`src/tablet_packet_decoder_unit_macros.svh`:
```
`ifndef TABLET_PACKET_DECODER_UNIT_MACROS_SVH
`define TABLET_PACKET_DECODER_UNIT_MACROS_SVH

// checked only out of reset
`define TPD_ASSERT(lbl, prop, msg) \
  lbl: assert property (@(posedge clk_i) disable iff (!rst_ni) prop) else $error(msg);

// checked during reset too
`define TPD_ASSERT_ALWAYS(lbl, prop, msg) \
  lbl: assert property (@(posedge clk_i) prop) else $error(msg);

`endif

```
`src/tpd_pkg.sv`:
```
package tpd_pkg;

  localparam int unsigned BYTE_W  = 8;
  localparam int unsigned LOW_W   = 6;
  localparam int unsigned POS_W   = 12;
  localparam int unsigned CNT_W   = 3;
  localparam int unsigned WD_W    = 16;
  localparam int unsigned RELOAD_W = 15;
  localparam int unsigned PKT_LEN = 4;

  localparam logic [1:0] OP_BYTE = 2'd0;
  localparam logic [1:0] OP_TICK = 2'd1;
  localparam logic [1:0] OP_REQ  = 2'd2;

  localparam logic [1:0] CFG_HEADER_MASK    = 2'd0;
  localparam logic [1:0] CFG_IDLE_MASK      = 2'd1;
  localparam logic [1:0] CFG_TIMEOUT_RELOAD = 2'd2;

  localparam logic [BYTE_W-1:0]   HEADER_MASK_RST    = 8'h80;
  localparam logic [BYTE_W-1:0]   IDLE_MASK_RST      = 8'h01;
  localparam logic [RELOAD_W-1:0] TIMEOUT_RELOAD_RST = 15'd20;

  typedef enum logic [1:0] {
    CMD_BYTE,
    CMD_TICK,
    CMD_REQ
  } cmd_e;

  typedef enum logic [1:0] {
    REP_PACKET,
    REP_TIMEOUT,
    REP_REQUEST
  } report_e;

  typedef struct packed {
    cmd_e              kind;
    logic [BYTE_W-1:0] data;
    logic              err;
    logic              header;
  } cmd_t;

  typedef struct packed {
    logic [BYTE_W-1:0]   header_mask;
    logic [BYTE_W-1:0]   idle_mask;
    logic [RELOAD_W-1:0] timeout_reload;
  } cfg_t;

endpackage

```
`src/tpd_front.sv`:
```
module tpd_front (
  input  logic                        in_valid_i,
  output logic                        in_ready_o,
  input  logic [1:0]                  op_i,
  input  logic [tpd_pkg::BYTE_W-1:0]  rx_byte_i,
  input  logic                        rx_error_i,
  input  logic [tpd_pkg::BYTE_W-1:0]  header_mask_i,
  input  logic                        q_ready_i,
  output logic                        q_push_o,
  output tpd_pkg::cmd_t               q_cmd_o
);

  logic known;

  always_comb begin
    known          = 1'b1;
    q_cmd_o.kind   = tpd_pkg::CMD_BYTE;
    q_cmd_o.data   = rx_byte_i;
    q_cmd_o.err    = rx_error_i;
    q_cmd_o.header = (rx_byte_i & header_mask_i) != '0;
    unique case (op_i)
      tpd_pkg::OP_BYTE: q_cmd_o.kind = tpd_pkg::CMD_BYTE;
      tpd_pkg::OP_TICK: q_cmd_o.kind = tpd_pkg::CMD_TICK;
      tpd_pkg::OP_REQ:  q_cmd_o.kind = tpd_pkg::CMD_REQ;
      default:          known = 1'b0;
    endcase
  end

  // drop unused op codes without queueing them
  assign in_ready_o = q_ready_i;
  assign q_push_o   = in_valid_i && q_ready_i && known;

endmodule

```
`src/tpd_queue.sv`:
```
module tpd_queue (
  input  logic          clk_i,
  input  logic          rst_ni,
  input  logic          push_i,
  input  tpd_pkg::cmd_t cmd_i,
  output logic          ready_o,
  output logic          valid_o,
  input  logic          pop_i,
  output tpd_pkg::cmd_t cmd_o
);

  tpd_pkg::cmd_t slot_q [2];
  logic          wr_ptr_q, wr_ptr_d;
  logic          rd_ptr_q, rd_ptr_d;
  logic [1:0]    count_q, count_d;
  logic          do_push, do_pop;

  assign ready_o = count_q != 2'd2;
  assign valid_o = count_q != 2'd0;
  assign cmd_o   = slot_q[rd_ptr_q];
  assign do_push = push_i && ready_o;
  assign do_pop  = pop_i && valid_o;

  always_comb begin
    wr_ptr_d = do_push ? ~wr_ptr_q : wr_ptr_q;
    rd_ptr_d = do_pop ? ~rd_ptr_q : rd_ptr_q;
    count_d  = count_q;
    if (do_push && !do_pop) begin
      count_d = count_q + 2'd1;
    end else if (do_pop && !do_push) begin
      count_d = count_q - 2'd1;
    end
  end

  always_ff @(posedge clk_i or negedge rst_ni) begin
    if (!rst_ni) begin
      wr_ptr_q <= 1'b0;
      rd_ptr_q <= 1'b0;
      count_q  <= 2'd0;
    end else begin
      wr_ptr_q <= wr_ptr_d;
      rd_ptr_q <= rd_ptr_d;
      count_q  <= count_d;
    end
  end

  always_ff @(posedge clk_i) begin
    if (do_push) begin
      slot_q[wr_ptr_q] <= cmd_i;
    end
  end

endmodule

```
`src/tpd_back.sv`:
```
`include "tablet_packet_decoder_unit_macros.svh"

module tpd_back (
  input  logic                        clk_i,
  input  logic                        rst_ni,
  input  tpd_pkg::cfg_t               cfg_i,
  input  logic                        q_valid_i,
  input  tpd_pkg::cmd_t               q_cmd_i,
  output logic                        q_pop_o,
  output logic                        out_valid_o,
  input  logic                        out_ready_i,
  output logic [1:0]                  report_kind_o,
  output logic [tpd_pkg::POS_W-1:0]   pos_x_o,
  output logic [tpd_pkg::POS_W-1:0]   pos_y_o,
  output logic [tpd_pkg::BYTE_W-1:0]  event_code_o
);

  logic [tpd_pkg::LOW_W-1:0]  pb_q [tpd_pkg::PKT_LEN];
  logic [tpd_pkg::CNT_W-1:0]  cnt_q, cnt_d;
  logic [tpd_pkg::BYTE_W-1:0] pend_q, pend_d;
  logic [tpd_pkg::POS_W-1:0]  cur_x_q, cur_x_d, cur_y_q, cur_y_d;
  logic [tpd_pkg::POS_W-1:0]  last_x_q, last_x_d, last_y_q, last_y_d;
  logic [tpd_pkg::BYTE_W-1:0] last_ev_q, last_ev_d;
  logic                       idle_q, idle_d;
  logic [tpd_pkg::WD_W-1:0]   wd_q, wd_d;

  logic                       out_valid_q, out_valid_d;
  tpd_pkg::report_e           kind_q, kind_d;
  logic [tpd_pkg::POS_W-1:0]  ox_q, ox_d, oy_q, oy_d;
  logic [tpd_pkg::BYTE_W-1:0] oev_q, oev_d;

  logic                       go, result, store;
  logic [tpd_pkg::CNT_W-1:0]  cnt_inc;
  logic [tpd_pkg::POS_W-1:0]  new_x, new_y;
  logic [tpd_pkg::BYTE_W-1:0] new_ev;

  assign go      = q_valid_i && (!out_valid_q || out_ready_i);
  assign q_pop_o = go;
  assign store   = go && q_cmd_i.kind == tpd_pkg::CMD_BYTE && cnt_q < 3'(tpd_pkg::PKT_LEN);
  assign cnt_inc = cnt_q + 3'd1;
  // the fourth byte is still in flight: take Y high from the item itself
  assign new_x   = {pb_q[1], pb_q[0]};
  assign new_y   = {q_cmd_i.data[tpd_pkg::LOW_W-1:0], pb_q[2]};
  assign new_ev  = pend_q | cfg_i.idle_mask;

  always_comb begin
    cnt_d     = cnt_q;
    pend_d    = pend_q;
    cur_x_d   = cur_x_q;
    cur_y_d   = cur_y_q;
    last_x_d  = last_x_q;
    last_y_d  = last_y_q;
    last_ev_d = last_ev_q;
    idle_d    = idle_q;
    wd_d      = wd_q;
    result    = 1'b0;
    kind_d    = kind_q;
    ox_d      = ox_q;
    oy_d      = oy_q;
    oev_d     = oev_q;
    if (go) begin
      unique case (q_cmd_i.kind)
        tpd_pkg::CMD_BYTE: begin
          idle_d = 1'b0;
          wd_d   = {1'b0, cfg_i.timeout_reload};
          cnt_d  = cnt_inc;
          if (q_cmd_i.err) begin
            cnt_d  = '0;
            pend_d = '0;
          end else if (q_cmd_i.header) begin
            pend_d = q_cmd_i.data;
            cnt_d  = '0;
          end else if (cnt_inc == 3'(tpd_pkg::PKT_LEN) &&
                       (pend_q & cfg_i.header_mask) != '0) begin
            cur_x_d = new_x;
            cur_y_d = new_y;
            if (new_x != last_x_q || new_y != last_y_q || new_ev != last_ev_q) begin
              last_x_d  = new_x;
              last_y_d  = new_y;
              last_ev_d = new_ev;
              result    = 1'b1;
              kind_d    = tpd_pkg::REP_PACKET;
              ox_d      = new_x;
              oy_d      = new_y;
              oev_d     = new_ev;
            end
            pend_d = '0;
            cnt_d  = '0;
          end else if (cnt_inc > 3'(tpd_pkg::PKT_LEN)) begin
            cnt_d  = '0;
            pend_d = '0;
          end
        end
        tpd_pkg::CMD_TICK: begin
          if (!idle_q) begin
            wd_d = wd_q - 16'd1;
            if (wd_q[tpd_pkg::WD_W-1]) begin
              idle_d    = 1'b1;
              last_ev_d = last_ev_q & ~cfg_i.idle_mask;
              result    = 1'b1;
              kind_d    = tpd_pkg::REP_TIMEOUT;
              ox_d      = cur_x_q;
              oy_d      = cur_y_q;
              oev_d     = last_ev_q & ~cfg_i.idle_mask;
            end
          end
        end
        tpd_pkg::CMD_REQ: begin
          result = 1'b1;
          kind_d = tpd_pkg::REP_REQUEST;
          ox_d   = cur_x_q;
          oy_d   = cur_y_q;
          oev_d  = pend_q;
        end
        default: ;
      endcase
    end
    if (go && result) begin
      out_valid_d = 1'b1;
    end else if (out_ready_i) begin
      out_valid_d = 1'b0;
    end else begin
      out_valid_d = out_valid_q;
    end
  end

  always_ff @(posedge clk_i or negedge rst_ni) begin
    if (!rst_ni) begin
      cnt_q       <= '0;
      pend_q      <= '0;
      cur_x_q     <= '0;
      cur_y_q     <= '0;
      last_x_q    <= '0;
      last_y_q    <= '0;
      last_ev_q   <= '0;
      idle_q      <= 1'b1;
      wd_q        <= '0;
      out_valid_q <= 1'b0;
    end else begin
      cnt_q       <= cnt_d;
      pend_q      <= pend_d;
      cur_x_q     <= cur_x_d;
      cur_y_q     <= cur_y_d;
      last_x_q    <= last_x_d;
      last_y_q    <= last_y_d;
      last_ev_q   <= last_ev_d;
      idle_q      <= idle_d;
      wd_q        <= wd_d;
      out_valid_q <= out_valid_d;
    end
  end

  always_ff @(posedge clk_i) begin
    kind_q <= kind_d;
    ox_q   <= ox_d;
    oy_q   <= oy_d;
    oev_q  <= oev_d;
    if (store) begin
      pb_q[cnt_q[1:0]] <= q_cmd_i.data[tpd_pkg::LOW_W-1:0];
    end
  end

  assign out_valid_o   = out_valid_q;
  assign report_kind_o = kind_q;
  assign pos_x_o       = ox_q;
  assign pos_y_o       = oy_q;
  assign event_code_o  = oev_q;

  `TPD_ASSERT(a_cnt_range, cnt_q <= 3'(tpd_pkg::PKT_LEN), "byte count beyond packet length")
  `TPD_ASSERT(a_idle_tick_silent, go && idle_q && q_cmd_i.kind == tpd_pkg::CMD_TICK |-> !result, "tick reported while idle")
  `TPD_ASSERT(a_timeout_idle, go && result && kind_d == tpd_pkg::REP_TIMEOUT |=> idle_q, "timeout report left block active")
  `TPD_ASSERT(a_packet_clears, go && result && kind_d == tpd_pkg::REP_PACKET |=> cnt_q == '0 && pend_q == '0, "packet report left header pending")
  `TPD_ASSERT_ALWAYS(a_no_pop_stalled, out_valid_q && !out_ready_i |-> !q_pop_o, "item taken while result stalled")

endmodule

```
`src/tablet_packet_decoder_unit.sv`:
```
// channel  direction  handshake                 payload
// in       input      in_valid_i / in_ready_o   op_i, rx_byte_i, rx_error_i
// out      output     out_valid_o / out_ready_i report_kind_o, pos_x_o, pos_y_o, event_code_o
// cfg      input      cfg_valid_i / cfg_ready_o cfg_index_i, cfg_data_i
//
// One item per cycle sustained while the output is not stalled; an accepted item waits in a
// two-entry queue until the back end takes it, and its result is then registered on the output.
// The back end updates all decoder state as it takes each item.
// Reset is asynchronous and active low; no clearing pass, the block accepts items at once.
// A stalled result holds the back end; the queue keeps accepting until both entries fill.
// Configuration writes are always taken.
module tablet_packet_decoder_unit (
  input  logic                                  clk_i,
  input  logic                                  rst_ni,
  input  logic                                  in_valid_i,
  output logic                                  in_ready_o,
  input  logic [1:0]                            op_i,
  input  logic [tpd_pkg::BYTE_W-1:0]            rx_byte_i,
  input  logic                                  rx_error_i,
  output logic                                  out_valid_o,
  input  logic                                  out_ready_i,
  output logic [1:0]                            report_kind_o,
  output logic [tpd_pkg::POS_W-1:0]             pos_x_o,
  output logic [tpd_pkg::POS_W-1:0]             pos_y_o,
  output logic [tpd_pkg::BYTE_W-1:0]            event_code_o,
  input  logic                                  cfg_valid_i,
  output logic                                  cfg_ready_o,
  input  logic [1:0]                            cfg_index_i,
  input  logic [tpd_pkg::RELOAD_W-1:0]          cfg_data_i
);

  tpd_pkg::cfg_t cfg_q;
  tpd_pkg::cmd_t push_cmd, pop_cmd;
  logic          q_ready, q_push, q_valid, q_pop;

  assign cfg_ready_o = 1'b1;

  always_ff @(posedge clk_i or negedge rst_ni) begin
    if (!rst_ni) begin
      cfg_q.header_mask    <= tpd_pkg::HEADER_MASK_RST;
      cfg_q.idle_mask      <= tpd_pkg::IDLE_MASK_RST;
      cfg_q.timeout_reload <= tpd_pkg::TIMEOUT_RELOAD_RST;
    end else if (cfg_valid_i) begin
      unique case (cfg_index_i)
        tpd_pkg::CFG_HEADER_MASK:    cfg_q.header_mask    <= cfg_data_i[tpd_pkg::BYTE_W-1:0];
        tpd_pkg::CFG_IDLE_MASK:      cfg_q.idle_mask      <= cfg_data_i[tpd_pkg::BYTE_W-1:0];
        tpd_pkg::CFG_TIMEOUT_RELOAD: cfg_q.timeout_reload <= cfg_data_i;
        default: ;
      endcase
    end
  end

  tpd_front u_front (
    .in_valid_i    (in_valid_i),
    .in_ready_o    (in_ready_o),
    .op_i          (op_i),
    .rx_byte_i     (rx_byte_i),
    .rx_error_i    (rx_error_i),
    .header_mask_i (cfg_q.header_mask),
    .q_ready_i     (q_ready),
    .q_push_o      (q_push),
    .q_cmd_o       (push_cmd)
  );

  tpd_queue u_queue (
    .clk_i   (clk_i),
    .rst_ni  (rst_ni),
    .push_i  (q_push),
    .cmd_i   (push_cmd),
    .ready_o (q_ready),
    .valid_o (q_valid),
    .pop_i   (q_pop),
    .cmd_o   (pop_cmd)
  );

  tpd_back u_back (
    .clk_i         (clk_i),
    .rst_ni        (rst_ni),
    .cfg_i         (cfg_q),
    .q_valid_i     (q_valid),
    .q_cmd_i       (pop_cmd),
    .q_pop_o       (q_pop),
    .out_valid_o   (out_valid_o),
    .out_ready_i   (out_ready_i),
    .report_kind_o (report_kind_o),
    .pos_x_o       (pos_x_o),
    .pos_y_o       (pos_y_o),
    .event_code_o  (event_code_o)
  );

endmodule

```
`config.mk`:
```
export PLATFORM = sky130hd
export DESIGN_NAME = tablet_packet_decoder_unit
export DESIGN_NICKNAME = d
export VERILOG_FILES = /design/src/tpd_pkg.sv /design/src/tpd_front.sv /design/src/tpd_queue.sv /design/src/tpd_back.sv /design/src/tablet_packet_decoder_unit.sv
export VERILOG_INCLUDE_DIRS = /design/src /design/src/src
export SDC_FILE = /design/constraint.sdc
export NUM_CORES = 1
export LEC_CHECK = 0
export BUFFER_PORTS_ARGS = -buffer_cell sky130_fd_sc_hd__buf_2
export CAP_MARGIN = 20
export CORE_UTILIZATION = 53
export CTS_CLUSTER_DIAMETER = 150
export DETAILED_ROUTE_END_ITERATION = 6
export PLACE_DENSITY_LB_ADDON = 0.08
export SLEW_MARGIN = 25
export SYNTH_ARGS = -nofsm -noshare
export SYNTH_HDL_FRONTEND = slang
export SYNTH_SLANG_ARGS = --single-unit
```
`constraint.sdc`:
```
create_clock -name clk_i -period 6.4 [get_ports clk_i]
set_input_delay 0 -clock clk_i [delete_from_list [all_inputs] [get_ports clk_i]]
set_output_delay 0 -clock clk_i [all_outputs]
set_load 0.02 [all_outputs]
```
==> results of run 1 <==
-- cells in the final DEF, fill, tap and decap left out, drive strengths merged, types with 2 or more instances in the layout --
cell type,count
dfrtp,115
mux2,104
edfxtp,76
buf,76
nand2,39
dlygate4sd3,30
nor2,30
a21oi,29
xnor2,28
inv,23
mux2i,23
clkbuf,22
nor3,20
o22ai,16
nand2b,12
ha,12
o31ai,11
o21a,9
o21ai,8
o221ai,8
a22oi,8
nor3b,7
nand4,7
nor4,7
clkinv,6
nand3,5
nor2b,5
dfstp,5
xor2,3
o211ai,3
nand3b,2
a21o,2
clkinvlp,2
bufinv,2
-- sequential cells by signal, summed over array words and instances, names as in the netlist, 16 cells and up --
signal / flops
cfg_q: 31
u_back.pb_q: 18
u_back.wd_q: 16
u_queue.slot_q: 24
-- worst max-delay path: stages, from the launching register on --
cell and delay [ps]:
dfrtp_1 810, mux2i_1 450, inv_1 120, ha_1 210, buf_4 260, nor2b_1 190
a211oi_1 430, o21ai_0 250, nor2_4 610, buf_16 230
-- metrics by stage --
stage	cells	total power [mW]
finish	980	4.56
global placement	917	3.46
detailed placement	917	3.51
floorplan	650	3.05
global route	980	4.83
CTS	979	4.57
-- power by group through the flow --
stage                     logic [mW]  registers (mW)  clock network [mW]
after floorplan                0.963            2.09                   0
after global placement          1.45            2.02                   0
after detailed placement        1.49            2.02                   0
after CTS                       1.51            2.00                1.06
after global routing            1.68            2.05                1.10
final                           1.52            2.00                1.03
-- routing by layer --
layer,up-vias,track usage,wire length [µm]
met5,-,0,0
met4,0,0.0841,302
met3,23,0.0353,549
met2,111,0.376,8850
met1,2691,0.293,7710
li1,2571,-,-
-- worst paths after layout --
check	start	to	slack, ps	depth (start not counted)
max reg2reg	u_queue.rd_ptr_q	u_back.pos_x_o[2]	2510	9
min in group asynchronous	rst_ni	u_back.cur_x_q[2]	150	2
max in group asynchronous	rst_ni	u_back.last_ev_q[3]	4900	3
max	u_queue.rd_ptr_q	u_back.pos_x_o[2]	2510	9
min reg2reg	u_queue.count_q[1]	u_queue.count_q[1]	500	1
min	cfg_index_i[1]	cfg_q[29]	30	3
-- cells by family after synthesis --
family          count (synthesis)  share of synthesized area
compound gates                 99                     0.0761
mux                           127                      0.163
xor+xnor                       31                     0.0313
flops                         196                      0.609
simple gates                  137                     0.0790
other cells                     1                   0.000432
buf+inv                        47                     0.0236
fa+ha+maj                      12                     0.0173
-- cell type report --
type / count / area [µm²] / area share
timing repair buffer: 106 / 723 / 0.0712
multi-input combinational: 407 / 3210 / 0.316
clock inverter: 10 / 108 / 0.0106
clock buffer: 22 / 464 / 0.0457
tap: 216 / 270 / 0.0266
inverter: 23 / 86.3 / 0.00850
sequential: 196 / 5290 / 0.521
==> summary.md, run 1 <==
| Metric | Value |
|---|---|
| Outcome | finished, violations left |
| Failing checks | design-rule violations |
| Area grow syn2layout | 16.9% |
| Ports | 70 |
| Fraction of power spent switching nets | 0.354 |
| Number of flops mapped to enable cells by yosys | 76 |
| Final Cell Area | 0.0102 mm² |
| Critical Path AT | 4020 ps |
| CTS H-tree lvls | 4 |
| Setup CP Type | reg2reg |
| Switching Power | 1.61 mW |
| Root buffer cell | clkbuf_16 |
| Total GRT Usage | 0.223 |
| Clock Sink Count | 196 |
| Yosys warnings | 0 |
| FILL cells | 1269 |
| CTS tree | built |
| Top_reg_cell synth | dfrtp_1 |
| Worst Tran Pin Value | 1060 ps |
| Post-synthesis cell type count | 50 |
| #FFs+latches synth | 196 |
| DR iter-0 viols | 325 |
| Final hold vios | 0 |
| Mapped Nets | 695 |
| Worst clock skew | 8.77 ps |
| PnR worst setup slack | 2510 ps |
| Largest net degree at the start of global routing | 70 |
| Number of vias per cell | 5.51 |
| Worst-skew pair later-pin latency | 430 ps |
| # setup viols final | 0 |
| GRT overflow | 0 |
| Final ANT Viol Nets | 0 |
| Total clock buffers created by CTS | 17 |
| WL per Instance | 17.8 µm |
| FFs w/ async S/R, synth | 0.612 |
| Int Pwr | 2.94 mW |
| Final worst path period need | 3890 ps |
| Clk network pwr share | 0.227 |
| Worst vdd ir | 0.218 mV |
| GPL Wtd Cong | 0.794 |
| Tcrit/Tclk final | 0.607 |
| Worst hold margin | 33.0 ps |
| Fin util | 0.637 |
| Pleak | 4.25 nW |
| Initial antenna violation count | 0 |
| Placed Area | 0.00925 mm² |
| Setup TNS | 0 ps |
| Chip width | 130 µm |
| Maxcap violations | 0 |
| Mapped Cells | 650 |
| Syn Area/Cell | 13.4 µm² |
| Core area | 0.0159 mm² |
| CP required | 6530 ps |
| Slew HR | 0.290 |
| Cell Area, Synth | 0.00868 mm² |
| Initial core utilization | 0.545 |
| RSZ-0062 raised after global routing | no |
| First-pass GRT wire length | 27800 µm |
| Seq pwr share | 0.439 |
| Hold Buf Count CTS | 30 |
| Power Dens Cells | 449 mW/mm² |
| Drt pass-1 iters | 7 |
| Clk slew on worst S/H paths | 70 ps |
| Die height | 130 µm |
| IO buf count | 68 |
| Ratio of cells with drive above 1 in the final layout | 0.291 |
| Count leader, synth | dfrtp_1 |
| Synth top area cells | dfrtp_1 (33%), edfxtp_1 (26%), mux2_2 (13%) |
| F_max | 257 MHz |
| PostCTS Resize Cnt | 0 |
| Area share of the largest cell type after synthesis | 0.331 |
| DRC viols | 3 |
| HPWL after DPL | 11700 µm |
| Commonest cells post-synth | dfrtp_1 (115), mux2_2 (103), edfxtp_1 (76) |
| Vias in the first global route | 5321 |
| CP Max Fanout | 40 |
| Hold Crit Class | in2reg |
| Sequential area share after synthesis | 0.609 |
| Dpl ws | 2420 ps |
| Postcts setup bufs | 0 |
| Nets | 796 |
| DIE AREA | 0.0169 mm² |
| Combinational power share | 0.334 |
| Worst setup EP type | register |
| Total Wirelength | 17400 µm |
| Synth area leader | dfrtp_1 |
| Final Slew Violations | 0 |
| Clock buffer depth | 2 |
| Antenna Cells | 0 |
| Crit start category | register |
| Site row count | 46 |
| Vias post-DR | 5396 |
Note: power is estimated with default switching activity, not from simulation.
==> run 2: changes to the inputs <==
--- a/config.mk
+++ b/config.mk
@@ -6,6 +6,7 @@
 export SDC_FILE = /design/constraint.sdc
 export NUM_CORES = 1
 export LEC_CHECK = 0
+export ABC_AREA = 1
 export BUFFER_PORTS_ARGS = -buffer_cell sky130_fd_sc_hd__buf_2
 export CAP_MARGIN = 20
 export CORE_UTILIZATION = 53
==> constraint.sdc (replaced) <==
create_clock -name clk_i -period 4 [get_ports clk_i]
set_input_delay 0 -clock clk_i [delete_from_list [all_inputs] [get_ports clk_i]]
set_output_delay 0 -clock clk_i [all_outputs]
set_load 0.02 [all_outputs]
==> run 2 against run 1 <==
The flow now finishes without violations. Wire length increased by 12%. Global-route usage increased by 1.6 points. Hold slack got worse by 1.2 ps. Maximum frequency increased by 19%. Core utilization decreased by 0.76 points. Total power increased by 64%. Non-clock buffer count decreased by 1. Largest cell class unchanged. Highest routed layer unchanged.
==> summary.md, run 2 <==
| Metric | Value |
|---|---|
| Final hold vios | 0 (unchanged) |
| Maxcap violations | 0 (unchanged) |
| Synth area leader | dfrtp_1 |
| Worst reg2reg path depth | 13 (+4) |
| Top_reg_cell synth | dfrtp_1 |
| Dpl ws | 810 ps (-1600 ps) |
| PnR worst setup slack | 730 ps (-1780 ps) |
| Syn Area/Cell | 9.29 µm² (-30%) |
| Post-Synth Adder-Cell Area | 0.0164 (-0.000875) |
| Hold Crit Class | in2reg |
| Number of flops mapped to enable cells by yosys | 76 (unchanged) |
| Drt pass-1 iters | 5 (-2) |
| #FFs+latches synth | 196 (unchanged) |
| Most frequent cells in the layout | nand2_1 (265), dfrtp_1 (115), inv_1 (107) |
| F_max | 306 MHz (+19%) |
| IO buf count | 68 (unchanged) |
| Area grow syn2layout | 14.9% |
| Slew HR | 0.358 (+0.0686) |
| Number of vias per cell | 5.13 (-6.9%) |
| # setup viols final | 0 (unchanged) |
| Total GRT Usage | 0.240 (+0.0164) |
| Largest family of logic cells by synthesized area | simple AND/OR/NAND/NOR gates |
| Outcome | complete, no violations |
| Area share of the largest cell type after synthesis | 0.315 (-0.0168) |
| Total clock buffers created by CTS | 17 (unchanged) |
| CP Max Fanout | 32 (-20%) |
| First-pass GRT wire length | 32500 µm (+17%) |
| Largest net degree at the start of global routing | 47 (-33%) |
| Worst vdd ir | 0.433 mV (+98%) |
| RR Endpoint | u_back.event_code_o[5] |
| Final ANT Viol Nets | 0 (unchanged) |
| Postcts setup bufs | 0 (unchanged) |
| CP required | 4080 ps (-2450 ps) |
| Setup TNS | 0 ps (unchanged) |
| Largest Register | cfg_q |
| Vias in the first global route | 6366 (+20%) |
| R2R Setup Slk | 730 ps (-1780 ps) |
| Tcrit/Tclk final | 0.818 (+0.210) |
| HPWL after DPL | 13500 µm (+15%) |
| WL per Instance | 14.9 µm (-16%) |
| CTS H-tree lvls | 4 (unchanged) |
| Pleak | 4.76 nW (+12%) |
| Mapped Nets | 1030 (+48%) |
| Ports | 70 (unchanged) |
| Nets | 1123 (+41%) |
| Placed Area | 0.00965 mm² (+4.4%) |
| Ratio of cells with drive above 1 in the final layout | 0.159 (-0.131) |
| Yosys warnings | 0 (unchanged) |
| Setup CP Type | reg2reg |
| R2r startpoint | u_queue.rd_ptr_q |
| CTS tree | built |
| Critical Path AT | 3350 ps (-670 ps) |
| DIE AREA | 0.0178 mm² (+5.3%) |
| Total Wirelength | 19500 µm (+12%) |
| Mapped Cells | 985 (+52%) |
| Clock buffer depth | 2 (unchanged) |
| Max FFs per register | 31 (unchanged) |
| Chip width | 133 µm (+2.6%) |
| Clock Sink Count | 196 (unchanged) |
| Root buffer cell | clkbuf_16 |
| Compound-cell area share of the yosys netlist | 0.119 (+0.0425) |
| Cell Area, Synth | 0.00915 mm² (+5.3%) |
| Crit start category | register |
| DRC viols | 0 (-3) |
| Xor and xnor area share after synthesis | 0.0105 (-0.0207) |
| Crit path from | u_queue.rd_ptr_q |
| DR iter-0 viols | 413 (+27%) |
| Synth Area in Simple Gates | 0.201 (+0.123) |
| Count leader, synth | nand2_1 |
| Core area | 0.0167 mm² (+4.8%) |
| Antenna Cells | 0 (unchanged) |
| Worst-skew pair later-pin latency | 430 ps (about the same) |
| Final Slew Violations | 0 (unchanged) |
| Initial core utilization | 0.548 (+0.00299) |
| Die height | 133 µm (+2.6%) |
| Initial antenna violation count | 0 (unchanged) |
| Worst Tran Pin Value | 959 ps (-104 ps) |
| Synth top area cells | dfrtp_1 (31%), edfxtp_1 (25%), nand2_1 (11%) |
| Final worst path period need | 3270 ps (-618 ps) |
| Worst setup EP type | register |
| Commonest cells post-synth | nand2_1 (265), dfrtp_1 (115), inv_1 (107) |
| Site row count | 47 (+2.2%) |
| Most common cell after layout, fill and taps aside | nand2_1 |
| Multiplexer share of the synthesized area | 0.00971 (-0.153) |
| Setup crit end | u_back.event_code_o[5] |
| Sequential area share after synthesis | 0.578 (-0.0308) |
| Vias post-DR | 6719 (+25%) |
| FFs w/ async S/R, synth | 0.612 (unchanged) |
| Clk slew on worst S/H paths | 60 ps (about the same) |
| Power Dens Cells | 710 mW/mm² (+58%) |
| GRT overflow | 0 (unchanged) |
| Post-synthesis cell type count | 51 (+2.0%) |
| Worst clock skew | 8.84 ps (+0.0693 ps) |
| RSZ-0062 raised after global routing | no |
| GPL Wtd Cong | 0.825 (+4.0%) |
| Final Cell Area | 0.0105 mm² (+3.5%) |
[run 2: power by group]
part | switching [mW] | total [mW] | internal (mW)
sequential | 0.294 | 3.08 | 2.79
clock | 0.715 | 1.65 | 0.932
combinational | 1.90 | 2.73 | 0.830
[run 2: per-stage QoR]
step | hold slack [ps] | utilization | total power, mW | std cells
floorplan | -296 | - | 5.00 | 985
global placement | 62.5 | 0.578 | 5.79 | 1250
detailed placement | 69.8 | 0.578 | 5.83 | 1250
CTS | 18.8 | 0.629 | 7.51 | 1311
global route | 98.6 | 0.629 | 7.95 | 1311
finish | 31.8 | 0.629 | 7.46 | 1311
[run 2: per-layer routing]
metal | share of wire | GRT usage | wire length [µm]
met1 | 0.47 | 0.323 | 9130
met2 | 0.48 | 0.396 | 9410
met3 | 0.036 | 0.0491 | 695
met4 | 0.016 | 0.0650 | 307
met5 | 0 | 0 | 0
[run 2: layout make-up]
class	count	area, µm²
clock buffers	22	454
clock inverters	10	108
fillers	1442	6190
inverters	110	415
multi-input cells	648	3270
flip-flops and latches	196	5290
well taps	220	275
repair buffers	105	693
[run 2: logic make-up after synthesis]
group	count (synthesis)
compound gates	188
xor+xnor	11
fa+ha+maj	12
buf+inv	141
flops	196
mux	8
other cells	1
simple gates	428
[run 2: how the worst min path moves through the flow]
stage	from	endpoint	slack, ps	depth (start not counted)
6_report	in_valid_i	u_queue.wr_ptr_q	30	5
3_3_place_gp	rst_ni	u_back.cur_x_q[2]	60	1
2_1_floorplan	rst_ni	cfg_q[0]	-300	0
4_1_cts	in_valid_i	u_queue.wr_ptr_q	20	5
3_5_place_dp	rst_ni	u_back.cur_x_q[2]	70	1
5_1_grt	in_valid_i	u_queue.wr_ptr_q	100	5
[run 2: critical path, cell delays in order (launching register included)]
cell	delay [ps]
dfrtp_1	620
inv_2	230
or2_2	320
o21ai_0	210
inv_1	160
ha_1	300
nand2_1	80
nand2_1	80
nor2_1	120
nand3_1	120
nor2_1	100
nand2_1	60
inv_1	100
buf_4	390
[run 2: repair_timing]
item / in CTS / in global routing
setup endpoints to repair: 0 / 0
endpoints found under the hold margin: 96 / 0
hold buffers: 29 / 0
resized for setup: 0 / 0
==> run 3: changes to the inputs <==
==> constraint.sdc (replaced) <==
create_clock -name clk_i -period 2.7 [get_ports clk_i]
set_input_delay 0 -clock clk_i [delete_from_list [all_inputs] [get_ports clk_i]]
set_output_delay 0 -clock clk_i [all_outputs]
set_load 0.02 [all_outputs]
==> run 3 against run 2 <==
Sequential power rose by 48%. Wire length rose by 1.1%. Critical path depth did not move. Register-to-register slack got worse by 480 ps. Non-clock buffer count rose by 17. Clock skew rose by 0.85 ps. Combinational power rose by 59%.
==> summary.md, run 3 (synthesis gave the netlist of run 2 again) <==
| Metric | Value |
|---|---|
| Outcome | complete, no violations |
| Tcrit/Tclk final | 0.908 (+0.0905) |
| Worst vdd ir | 0.575 mV (+33%) |
| Pleak | 4.84 nW (+1.6%) |
| Setup CP Type | reg2reg |
| Postcts setup bufs | 0 (unchanged) |
| R2r startpoint | u_queue.rd_ptr_q |
| DRC viols | 0 (unchanged) |
| DR iter-0 viols | 477 (+15%) |
| DIE AREA | 0.0178 mm² (unchanged) |
| Slew HR | 0.487 (+0.129) |
| Total power | 11.3 mW (+52%) |
| Largest net degree at the start of global routing | 50 (+6.4%) |
| Site row count | 47 (unchanged) |
| Critical Path AT | 2590 ps (-760 ps) |
| Number of vias per cell | 5.08 (-0.94%) |
| Maxcap violations | 0 (unchanged) |
| Critical path, cell by cell | inv_2, or2_2, o21ai_0, inv_1, ha_1, nand2_1, nand2_1, nor2_1, nand3_1, nor2_1, nand2_1, clkinvlp_4, buf_6 |
| IO buf count | 68 (unchanged) |
| Worst setup EP type | register |
| Final worst path period need | 2450 ps (-819 ps) |
| Final ANT Viol Nets | 0 (unchanged) |
| Root buffer cell | clkbuf_16 |
| R2R Setup Slk | 250 ps (-480 ps) |
| GPL Wtd Cong | 0.850 (+3.0%) |
| Ports | 70 (unchanged) |
| CTS tree | built |
| Total clock buffers created by CTS | 17 (unchanged) |
| Ratio of cells with drive above 1 in the final layout | 0.177 (+0.0174) |
| FILL cells | 1404 (-2.6%) |
| Chip width | 133 µm (unchanged) |
| Initial antenna violation count | 0 (unchanged) |
| F_max | 408 MHz (+33%) |
| Worst clock skew | 9.69 ps (+0.851 ps) |
| Crit start category | register |
| Initial core utilization | 0.548 (unchanged) |
| Vias in the first global route | 6491 (+2.0%) |
| WL per Instance | 14.9 µm (-0.23%) |
| Vias post-DR | 6742 (+0.34%) |
| Worst-skew pair later-pin latency | 430 ps (about the same) |
| Total GRT Usage | 0.241 (+0.00134) |
| Slowest-stage cell, CP | dfrtp_2 |
| Die height | 133 µm (unchanged) |
| Drt pass-1 iters | 5 (unchanged) |
| Dpl ws | 256 ps (-554 ps) |
| Final Slew Violations | 0 (unchanged) |
| CP required | 2830 ps (-1250 ps) |
| First-pass GRT wire length | 32900 µm (+1.0%) |
| Power Dens Cells | 1060 mW/mm² (+49%) |
| Most frequent cells in the layout | nand2_1 (265), dfrtp_1 (114), inv_1 (106) |
| Most common cell after layout, fill and taps aside | nand2_1 |
| Worst reg2reg path depth | 13 (unchanged) |
| Clk slew on worst S/H paths | 70 ps (about the same) |
| Setup TNS | 0 ps (unchanged) |
| CP Buf/Inv Count | 4 (unchanged) |
| CP Max Fanout | 13 (-59%) |
| GRT overflow | 0 (unchanged) |
| Worst path most repeated cell | nand2_1 |
| Core area | 0.0167 mm² (unchanged) |
| Hold Crit Class | in2async |
| Largest Register | cfg_q |
| Total Wirelength | 19700 µm (+1.1%) |
| PnR worst setup slack | 249 ps (-481 ps) |
| Clock buffer depth | 2 (unchanged) |
| Area grow syn2layout | 16.7% |
| # setup viols final | 0 (unchanged) |
| Number of stages on the worst setup path | 13 (unchanged) |
| HPWL after DPL | 13800 µm (+2.4%) |
| Worst Tran Pin Value | 767 ps (-192 ps) |
| Antenna Cells | 0 (unchanged) |
| Final hold vios | 0 (unchanged) |
| Critical path's largest stage delay | 420 ps (-200 ps) |
| CP delay by family, top | simple AND/OR/NAND/NOR gates |
| CTS H-tree lvls | 4 (unchanged) |
| Fin util | 0.639 (+0.0102) |
| RSZ-0062 raised after global routing | no |
| RR Endpoint | u_back.pos_y_o[5] |
| Clock Sink Count | 196 (unchanged) |
| Nets | 1140 (+1.5%) |
| Max FFs per register | 31 (unchanged) |
run 3: per-stage QoR:
step           hold slack [ps]  instance area, µm²  cells
6_report                   142               10700   1328
5_1_grt                    208               10700   1328
4_1_cts                    160               10700   1328
3_5_place_dp              77.4                9810   1266
3_3_place_gp              76.0                9810   1266
2_1_floorplan             -296                9150    985
run 3: final cells by class:
type                    count  area (µm²)  share of cell area
repair buffers            122         865              0.0810
clock inverters            15         133              0.0124
clock buffers              17         425              0.0398
multi-input cells         648        3270               0.306
flip-flops and latches    196        5290               0.496
inverters                 110         419              0.0393
well taps                 220         275              0.0258
run 3: worst reg2reg max path, stage by stage, from the launching register on:
cell and delay [ps]:
dfrtp_2 420, inv_2 50, or2_2 260, o21ai_0 100, inv_1 90, ha_1 260, nand2_1 80, nand2_1 80
nor2_1 130, nand3_1 130, nor2_1 130, nand2_1 110, clkinvlp_4 120, buf_6 180
run 3: routing by layer:
metal | global-route usage | part of all wire
met5 | 0 | 0
met4 | 0.0770 | 0.020
met1 | 0.323 | 0.46
met2 | 0.398 | 0.48
met3 | 0.0441 | 0.041
run 3: repair_timing:
| item | in CTS | in global routing |
|---|---|---|
| endpoints found under the setup margin | 0 | 13 |
| hold buffers | 30 | 0 |
| hold endpoints to repair | 100 | 0 |
| resized for setup | 0 | 2 |
run 3: where the power goes:
| group | total (mW) | leakage, nW | switching [mW] | internal [mW] |
|---|---|---|---|---|
| Clock | 2.42 | 0.261 | 1.14 | 1.28 |
| Combinational | 4.34 | 2.33 | 2.91 | 1.42 |
| Sequential | 4.55 | 2.25 | 0.428 | 4.12 |
| Total | 11.3 | 4.84 | 4.48 | 6.82 |
run 3: how the worst max path moves through the flow:
stage / start / to / slack (ps)
2_1_floorplan: u_queue.rd_ptr_q / u_back.event_code_o[0] / 30
3_3_place_gp: u_queue.rd_ptr_q / u_back.event_code_o[4] / 320
3_5_place_dp: u_queue.rd_ptr_q / u_back.event_code_o[4] / 260
4_1_cts: u_queue.rd_ptr_q / u_back.event_code_o[7] / 170
5_1_grt: u_queue.rd_ptr_q / u_back.event_code_o[2] / 50
6_report: u_queue.rd_ptr_q / u_back.pos_y_o[5] / 250
